File: src/sv/mmsu_pkg.sv
`default_nettype none
package mmsu_pkg;

  localparam int MAX_SAMPLES = 16;
  localparam int MAX_DESIGNS = 8;
  localparam int ROW_W       = $clog2(MAX_SAMPLES);
  localparam int DES_W       = $clog2(MAX_DESIGNS);
  localparam int ND_W        = $clog2(MAX_DESIGNS + 1);
  localparam int ADDR_W      = ROW_W + DES_W;
  // wide datapath of the solver: holds (d * v) << 16 and (p^2 * n) << 32
  localparam int WW          = 192;

  typedef enum logic [1:0] {
    CMD_DESIGN = 2'd0,
    CMD_NORM   = 2'd1,
    CMD_SAMPLE = 2'd2,
    CMD_UNUSED = 2'd3
  } cmd_t;

  typedef enum logic {
    REG_PRIOR_MODE = 1'b0,
    REG_DESIGNS    = 1'b1
  } reg_idx_t;

  // one solve request from front to back
  typedef struct packed {
    logic [DES_W-1:0]   idx;
    logic signed [63:0] proj;
    logic [31:0]        norm;
    logic [31:0]        noise;
    logic               k3;
    logic               last;
  } job_t;

  typedef enum logic [2:0] {
    F_IDLE,
    F_RD,
    F_MUL,
    F_ADD,
    F_EMIT
  } front_state_t;

  typedef enum logic [2:0] {
    B_IDLE,
    B_NV,
    B_CHK,
    B_MUL,
    B_DCHK,
    B_DIV,
    B_DDONE,
    B_OUT
  } back_state_t;

  typedef enum logic [2:0] {
    PH_P2,
    PH_DEN1,
    PH_PHI,
    PH_DEN2,
    PH_EST,
    PH_NUM3,
    PH_DEN3,
    PH_VAR
  } phase_t;

endpackage
`default_nettype wire

File: src/sv/mmsu_fifo.sv
`default_nettype none
module mmsu_fifo (
  input  wire logic          clk,
  input  wire logic          rst_n,
  input  wire logic          push,
  input  wire mmsu_pkg::job_t push_job,
  output logic               full,
  input  wire logic          pop,
  output logic               not_empty,
  output mmsu_pkg::job_t     pop_job
);
  import mmsu_pkg::*;

  job_t       slots_r [2];
  logic       wr_ptr_r;
  logic       rd_ptr_r;
  logic [1:0] count_r;

  assign full      = (count_r == 2'd2);
  assign not_empty = (count_r != 2'd0);
  assign pop_job   = slots_r[rd_ptr_r];

  // store request
  always_ff @(posedge clk) begin
    if (push && !full) begin
      slots_r[wr_ptr_r] <= push_job;
    end
  end

  // advance pointers and count
  always_ff @(posedge clk) begin
    if (!rst_n) begin
      wr_ptr_r <= 1'b0;
      rd_ptr_r <= 1'b0;
      count_r  <= 2'd0;
    end else begin
      if (push && !full) wr_ptr_r <= !wr_ptr_r;
      if (pop && not_empty) rd_ptr_r <= !rd_ptr_r;
      case ({push && !full, pop && not_empty})
        2'b10:   count_r <= count_r + 2'd1;
        2'b01:   count_r <= count_r - 2'd1;
        default: count_r <= count_r;
      endcase
    end
  end

endmodule
`default_nettype wire

File: config.mk
export PLATFORM = sky130hd
export DESIGN_NAME = mmsu_fifo
export DESIGN_NICKNAME = d
export VERILOG_FILES = /design/src/sv/mmsu_pkg.sv /design/src/sv/mmsu_fifo.sv
export SDC_FILE = /design/constraint.sdc
export NUM_CORES = 1
export LEC_CHECK = 0
export ABC_AREA = 1
export BUFFER_PORTS_ARGS = -buffer_cell sky130_fd_sc_hd__buf_2
export CAP_MARGIN = 20
export CORE_MARGIN = 1
export CORE_UTILIZATION = 47
export CTS_CLUSTER_DIAMETER = 30
export DETAILED_ROUTE_END_ITERATION = 6
export GPL_TIMING_DRIVEN = 0
export PLACE_DENSITY = 0.86
export SETUP_SLACK_MARGIN = 0.02
export SYNTH_ARGS = -nofsm -noshare
export SYNTH_HDL_FRONTEND = slang
export SYNTH_SLANG_ARGS = --single-unit
File: constraint.sdc
create_clock -name clk -period 8.3 [get_ports clk]
set_clock_uncertainty 0.2 [all_clocks]
set_input_delay 2.075 -clock clk [delete_from_list [all_inputs] [get_ports clk]]
set_output_delay 2.075 -clock clk [all_outputs]
set_load 0.01 [all_outputs]
==> flow_summary_export.csv, run 1 <==
group,metric,value,unit
status,status,"finished clean",
synthesis,yosysSeqAreaShare,79.9,%
synthesis,synth_top_flop_cell,"edfxtp_1",
synthesis,ys_top_cells_by_count,"edfxtp_1 (266), mux2_4 (70), mux2_2 (63)",
timing,fin_ws,4190,ps
power,power.total,4.53,mW
worst_setup_path,critPathMaxFanout,10,
worst_setup_path,cp-start-kind,"flop",
worst_setup_path,end_kind,"output pin",
timing,fin_crit,4110,ps
drt,drcViolationCount,0,
die,fp.coreArea,21100,sq um
die,rows,53,
synthesis,synth_area_leader_cell,"edfxtp_1",
synthesis,synth.most_common_cell,"edfxtp_1",
drt,vias_per_cell,4.83,
global_route,grt_overflow,0,
timing,fmax,0.243,GHz
min_path,hold_path.class,"reg2reg",
placement,placed_cell_area,12000,sq um
final_layout,stdcell_area,13800,sq um
die,ios,272,
synthesis,avgSynthCellArea,22.4,sq um
global_route,use_met1,17.8,%
clocking,numCtsBuffers,48,
timing,finalHoldViolCount,0,
global_route,grt_max_degree,70,
timing,period_share,49.5,%
final_layout,final_layout_size_suffix_gt1_share,63.0,%
clocking,clkLatencyLatePin,520,ps
placement,hpwl,12400,um
clocking,cts_num_sinks,271,
synthesis,ys_seq_elements,271,
clocking,clockBufferDepth,3,
global_route,antenna_found_initial,1,
die,start_util,48.0,%
worst_setup_path,cp.arrival,1830,ps
timing,slew_violations,0,
timing,slew_headroom,56.7,%
global_route,busiest_layer,"met2",
final_layout,final_util,65.3,%
final_layout,fin_nets,917,
global_route,grt_pass1_vias,5544,
power,p_per_area,329,nW/um^2
drt,ant_nets,0,
drt,drtPass1Iterations,5,
clocking,h-tree-depth,2,
global_route,grt_pass1_wl,28000,um
synthesis,netlist_area,10100,sq um
final_layout,antenna_cells,0,
synthesis,synthTopCellsByArea,"edfxtp_1 (79%), mux2_4 (10%), mux2_2 (7.0%)",
placement,pre_cts_ws,4210,ps
synthesis,synth-edff-count,266,
timing,rsz0062_at_grt,"no",
timing,setup_viol,0,
worst_setup_path,crit_type,"reg2out",
clocking,clkTransAtPathRegs,50,ps
global_route,grt_use_met3,5.75,%
drt,wl_per_cell,17.3,um
synthesis,yosysTopAreaCellShare,78.9,%
power,p_leak,5.44,nW
clocking,cts-resized-gates,0,
clocking,cts_hold_buf,0,
worst_setup_path,critical_path_required,6030,ps
global_route,use_met2,30.0,%
clocking,cts_setup_buffers,0,
clocking,cts_tree,"yes",
drt,drtIter0Drc,266,
clocking,cts-root-buf,"clkbuf_16",
synthesis,async_flop_share,0,%
drt,dr_total_vias,5274,
power,peakVddDrop,0.244,mV
synthesis,yosysUniqueCellTypes,15,
die,die_h,149,um
placement,port_buffers,271,
synthesis,yosysWarnings,0,
global_route,track_usage,16.6,%
synthesis,syn-num-nets,590,
timing,timing.hold.ws,300,ps
final_layout,areaGrowthSynthToFinish,36.0,%
drt,finalWirelength,18900,um
timing,worst_pin_slew,649,ps
synthesis,synth_cells,452,
die,die_width,149,um
placement,place_congestion,0.753,
die,dieArea,22100,sq um
job,maxCapViolCount,0,
-- flip-flops by register name, summed over array words and instances, names as in the netlist, named ones only --
signal    flops
count_r       2
rd_ptr_r      1
slots_r     266
wr_ptr_r      1
-- logic make-up after synthesis --
kind of cell	synth area share, %
AO/OA/AOI/OAI	0.173
flip-flops	79.9
AND/OR/NAND/NOR	0.853
buffers and inverters	1.56
adder cells (fa/ha/maj)	0.124
multiplexers	17.4
-- critical path, stage by stage, from the launching register on --
cell	delay (ps)
dfxtp_1	320
buf_6	130
buf_6	190
buf_6	200
mux2_4	310
buf_2	150
-- metal layers --
metal / wire length [um] / vias to the layer above
li1: - / 2457
met1: 6850 / 2562
met2: 10100 / 223
met3: 1550 / 30
met4: 358 / 2
met5: 8 / -
-- area by class of cell --
| type | count | area (sq um) |
|---|---|---|
| Multi-Input combinational cell | 159 | 1880 |
| Clock buffer | 50 | 1230 |
| Fill cell | 1442 | 7330 |
| Inverter | 7 | 31.3 |
| Timing Repair Buffer | 277 | 1510 |
| Clock inverter | 39 | 547 |
| Buffer | 15 | 131 |
| Sequential cell | 271 | 8090 |
| Tap cell | 275 | 344 |
-- path summary, 6_finish.rpt --
path	startpoint	end	slack, ps	depth (start not counted)
worst max-delay path	flop	pop_job[90]	4190	5
worst min-delay path	rd_ptr_r$_SDFFE_PN0P_	rd_ptr_r$_SDFFE_PN0P_	300	2
worst max register to register	count_r[1]$_SDFFE_PN0P_	slots_r[0][51]$_DFFE_PP_	5930	8
worst min register to register	rd_ptr_r$_SDFFE_PN0P_	rd_ptr_r$_SDFFE_PN0P_	300	2
-- through the flow --
stage | TNS [ps] | cells
4_1_cts | 0 | 1093
5_1_grt | 0 | 1093
3_5_place_dp | 0 | 1004
2_1_floorplan | 0 | 452
3_3_place_gp | -134 | 998
6_report | 0 | 1093
-- layout by cell type (no fill, tap or decap), types with 5 or more instances in the layout --
master     instances
buf_6              9
nor2_1            11
dfxtp_1            5
edfxtp_1         266
clkbuf_16         49
inv_1              6
mux2_4            70
nand2_1            8
mux2_2            63
inv_6             13
clkinv_2           6
bufinv_16         10
buf_2            277
-- power breakdown --
group          internal (mW)  total (mW)  switching, mW
clock                   1.42        2.10          0.685
sequential              1.68        1.71         0.0356
combinational          0.361       0.723          0.362
total                   3.45        4.53           1.08
No activity file was read; power rests on OpenSTA's default activity.
==> inputs of run 2 (changes only) <==
==> constraint.sdc (replaced) <==
create_clock -name clk -period 3.4 [get_ports clk]
set_clock_uncertainty 0.2 [all_clocks]
set_input_delay 0.85 -clock clk [delete_from_list [all_inputs] [get_ports clk]]
set_output_delay 0.85 -clock clk [all_outputs]
set_load 0.01 [all_outputs]
==> flow_summary_export.csv, run 2 (synthesis gave the netlist of run 1 again) <==
group,metric,value,unit
status,status,"finished clean",
global_route,grt_pass1_vias,5604,
final_layout,fin_nets,916,
final_layout,largest_register,"slots_r",
drt,vias_per_cell,4.85,
clocking,clkTransAtPathRegs,50,ps
clocking,cts_hold_buf,0,
timing,rsz0062_at_grt,"no",
die,die_h,149,um
clocking,h-tree-depth,2,
placement,dp.cells,1005,
die,fp.coreArea,21100,sq um
placement,port_buffers,271,
power,p_leak,5.34,nW
global_route,antenna_found_initial,2,
worst_setup_path,crit_type,"reg2out",
worst_setup_path,cp.arrival,1830,ps
final_layout,mostFrequentLayoutCells,"buf_2 (277), edfxtp_1 (266), mux2_4 (70), mux2_2 (63), clkbuf_16 (47)",
clocking,cts_num_sinks,271,
clocking,clkLatencyLatePin,510,ps
min_path,hold_path.class,"reg2reg",
final_layout,instances_no_fill,1092,
die,rows,53,
power,internal-power,8.15,mW
clocking,cts-root-buf,"clkbuf_16",
clocking,numCtsBuffers,46,
worst_setup_path,critPathMaxFanout,10,
final_layout,stdcell_area,13600,sq um
drt,wl_per_cell,17.7,um
die,ios,272,
final_layout,multi_input_area,1890,sq um
final_layout,n_fill_cell,1483,
power,p_per_area,786,nW/um^2
placement,hpwl,12900,um
power,switching_share,24.0,%
worst_setup_path,cp-start-kind,"flop",
timing,fin_crit,2880,ps
worst_setup_path,end_kind,"output pin",
min_path,whs_path_depth,2,
drt,dr_total_vias,5293,
timing,slew_headroom,51.6,%
drt,drtIter0Drc,200,
drt,finalWirelength,19400,um
worst_setup_path,r2r_cells,7,
timing,period_share,84.8,%
power,power.total,10.7,mW
final_layout,final_common_cell,"buf_2",
final_layout,reg_top3,"slots_r x266, count_r x2",
clocking,cts_tree,"yes",
drt,ant_nets,0,
placement,place_congestion,0.712,
timing,timing.hold.ws,297,ps
global_route,grt_overflow,0,
timing,fmax,0.347,GHz
final_layout,final_layout_size_suffix_gt1_share,62.5,%
clocking,clockBufferDepth,3,
power,p_clk_share,44.5,%
timing,slew_violations,0,
global_route,track_usage,17.3,%
global_route,grt_pass1_wl,29000,um
die,start_util,48.0,%
clocking,cts-resized-gates,0,
power,peakVddDrop,0.613,mV
die,dieArea,22100,sq um
power,p_switching,2.57,mW
power,power_frac_comb,16.5,%
placement,placed_cell_area,12000,sq um
worst_setup_path,critical_path_required,2350,ps
drt,drcViolationCount,0,
timing,setup_viol,0,
global_route,grt_max_degree,43,
final_layout,areaGrowthSynthToFinish,34.7,%
clocking,cts_setup_buffers,0,
final_layout,largest_reg_flops,266,
power,power_frac_seq,39.0,%
timing,worst_pin_slew,724,ps
timing,fin_ws,517,ps
job,maxCapViolCount,0,
drt,drtPass1Iterations,4,
timing,finalHoldViolCount,0,
final_layout,seqCellArea,8090,sq um
placement,pre_cts_ws,467,ps
die,die_width,149,um
[run 2: cell types whose count changed in the layout (fill, tap and decap cells not counted), moves of 4 or more]
cell and delta:
buf_12 +5, buf_16 -4, clkinvlp_4 +4, clkinv_2 -4
clkinv_1 +6, inv_6 -7
[run 2: final cells by class]
type	count	share of cell area [%]
Sequential cell	271	59.3
Timing Repair Buffer	278	11.0
Clock inverter	35	3.21
Inverter	7	0.275
Clock buffer	50	8.78
Antenna cell	2	0.0367
Tap cell	275	2.52
Multi-Input combinational cell	159	13.9
Buffer	15	0.964
[run 2: final timing paths]
check	from	to	slack [ps]
min reg2reg	rd_ptr_r$_SDFFE_PN0P_	rd_ptr_r$_SDFFE_PN0P_	300
max	flop	pop_job[58]	520
max reg2reg	count_r[1]$_SDFFE_PN0P_	slots_r[1][106]$_DFFE_PP_	810
min	rd_ptr_r$_SDFFE_PN0P_	rd_ptr_r$_SDFFE_PN0P_	300
[run 2: per-layer routing]
metal,part of all wire (%),vias to the layer above,routed length (um),global-route usage [%]
met5,0,-,0,0
met4,3.0,0,576,7.81
met3,8.5,45,1650,6.45
met2,52,214,10000,30.3
met1,37,2575,7110,18.6
li1,-,2459,-,-
[run 2: stage by stage]
step / utilization (%) / setup TNS [ps]
floorplan: - / -48840
global placement: 56.2 / -366110
detailed placement: 56.9 / 0
CTS: 64.6 / 0
global route: 64.6 / 0
finish: 64.6 / 0
[run 2: critical path, cell delays in order, from the launching register on]
cell and delay (ps):
dfxtp_1 320, buf_6 130, buf_6 190, buf_6 210, mux2_4 310, buf_2 160
[run 2: power groups by stage]
| stage | clock [mW] | sequential, mW | combinational (mW) |
|---|---|---|---|
| finish | 4.77 | 4.18 | 1.77 |
| global route | 4.99 | 4.20 | 1.90 |
| CTS | 4.85 | 4.18 | 1.80 |
| detailed placement | 0 | 4.24 | 1.79 |
| global placement | 0 | 4.26 | 1.70 |
| floorplan | 0 | 4.24 | 1.12 |
==> inputs of run 3 (changes only) <==
==> constraint.sdc (replaced) <==
create_clock -name clk -period 2.51 [get_ports clk]
set_clock_uncertainty 0.2 [all_clocks]
set_input_delay 0.6275 -clock clk [delete_from_list [all_inputs] [get_ports clk]]
set_output_delay 0.6275 -clock clk [all_outputs]
set_load 0.01 [all_outputs]
==> flow_summary_export.csv, run 3 (synthesis gave the netlist of run 1 again) <==
group,metric,value,unit
final_layout,fin_nets,930,
clocking,cts-root-buf,"clkbuf_16",
final_layout,final_layout_size_suffix_gt1_share,63.2,%
final_layout,areaGrowthSynthToFinish,42.2,%
global_route,grt_max_degree,43,
placement,placed_cell_area,12000,sq um
global_route,track_usage,17.6,%
power,peakVddDrop,0.772,mV
die,rows,53,
clocking,clockBufferDepth,3,
timing,setup_viol,130,
clocking,cts_tree,"yes",
drt,ant_nets,0,
final_layout,multi_input_area,1930,sq um
timing,fin_ws,-75.5,ps
clocking,h-tree-depth,2,
timing,period_share,103,%
worst_setup_path,end_kind,"output pin",
drt,finalWirelength,21200,um
status,violations,"negative setup slack",
worst_setup_path,critPathMaxFanout,10,
clocking,clkLatencyLatePin,530,ps
die,ios,272,
worst_setup_path,slowest_stage,"dfxtp_2",
die,die_h,149,um
timing,finalHoldViolCount,0,
drt,wl_per_cell,19.1,um
die,dieArea,22100,sq um
final_layout,final_common_cell,"edfxtp_1",
global_route,grt_pass1_vias,5728,
clocking,clkTransAtPathRegs,50,ps
die,start_util,48.0,%
timing,finalSetupTns,-5860,ps
final_layout,largest_reg_flops,266,
clocking,cts_num_sinks,271,
drt,drcViolationCount,0,
worst_setup_path,cp_common_cell,"buf_12",
timing,rsz0062_at_grt,"yes",
global_route,antenna_found_initial,2,
worst_setup_path,worstPathCellList,"buf_12 -> clkbuf_16 -> buf_12 -> mux2_4 -> buf_2",
drt,dr_total_vias,5468,
worst_setup_path,crit_type,"reg2out",
final_layout,final_util,68.2,%
worst_setup_path,cp-start-kind,"flop",
worst_setup_path,cp.arrival,1760,ps
final_layout,seqCellArea,8090,sq um
timing,worst_pin_slew,800,ps
die,die_width,149,um
timing,fin_crit,2590,ps
worst_setup_path,crit_family,"buffers and inverters",
final_layout,instances_no_fill,1107,
final_layout,reg_top3,"slots_r x266, count_r x2",
clocking,numCtsBuffers,49,
power,power.total,15.2,mW
final_layout,mostFrequentLayoutCells,"edfxtp_1 (266), buf_2 (207), mux2_4 (77), buf_6 (65)",
timing,timing.hold.ws,84.0,ps
worst_setup_path,critical_path_required,1680,ps
die,fp.coreArea,21100,sq um
power,p_leak,5.63,nW
timing,slew_headroom,46.6,%
timing,fmax,0.387,GHz
placement,pre_cts_ws,-261,ps
final_layout,largest_register,"slots_r",
placement,hpwl,13200,um
drt,vias_per_cell,4.94,
status,status,"finished with violations",
placement,place_congestion,0.732,
timing,slew_violations,0,
placement,dp.cells,1005,
drt,drtPass1Iterations,4,
global_route,grt_overflow,0,
final_layout,stdcell_area,14400,sq um
worst_setup_path,crit_buf_inv,4,
global_route,grt_pass1_wl,29300,um
drt,drtIter0Drc,207,
worst_setup_path,max_stage_delay,330,ps
placement,port_buffers,271,
min_path,hold_path.class,"in2reg",
job,maxCapViolCount,0,
power,p_per_area,1050,nW/um^2
final_layout,n_fill_cell,1314,
-- run 3: cell types whose count changed in the layout (fill, tap and decap cells not counted), sizes merged --
cell and delta:
bufinv -2, nor2 +1, clkbuf +14, clkinv +3
diode -1
-- run 3: worst paths after layout --
check / from / endpoint / slack [ps] / depth (start not counted)
setup / recovery: flop / pop_job[61] / -80 / 5
hold / removal: push_job[49] / slots_r[1][49]$_DFFE_PP_ / 80 / 1
setup reg to reg: count_r[1]$_SDFFE_PN0P_ / slots_r[1][115]$_DFFE_PP_ / 240 / 7
hold reg to reg: rd_ptr_r$_SDFFE_PN0P_ / rd_ptr_r$_SDFFE_PN0P_ / 280 / 2
-- run 3: where the power goes --
| part | switching, mW | leakage [nW] | internal [mW] |
|---|---|---|---|
| logic | 1.36 | 2.31 | 1.65 |
| registers | 0.133 | 2.53 | 5.54 |
| clock network | 2.18 | 0.798 | 4.29 |
| total | 3.67 | 5.63 | 11.5 |
-- run 3: cell type report --
cell class | count | area share, %
diodes | 1 | 0.0174
plain buffers | 15 | 1.74
clock buffers | 55 | 8.83
clock inverters | 35 | 2.72
inverters | 7 | 0.261
multi-input cells | 160 | 13.4
flip-flops and latches | 271 | 56.2
well taps | 275 | 2.39
repair buffers | 287 | 14.4
repair inverters | 1 | 0.0348
-- run 3: timing repair --
action	4_1_cts	5_1_grt
resized for setup	28	77
buffers inserted	1	2
endpoints found under the setup margin	133	230
endpoints found under the hold margin	0	0
gates cloned	0	8
pin swaps	0	1
hold buffers	0	0
-- run 3: metal layers --
metal | vias up | track usage, % | wire [um]
li1 | 2494 | - | -
met2 | 240 | 32.0 | 11300
met3 | 45 | 6.39 | 1680
met4 | 2 | 6.68 | 522
met5 | - | 0 | 13
met1 | 2687 | 18.4 | 7590
-- run 3: worst register-to-register path: stages, from the launching register on --
cell        delay, ps
dfxtp_1           390
inv_1              80
nor2_2            170
nor2_4             70
nand2_1           200
clkinvlp_4        350
buf_12            290
buf_12            220
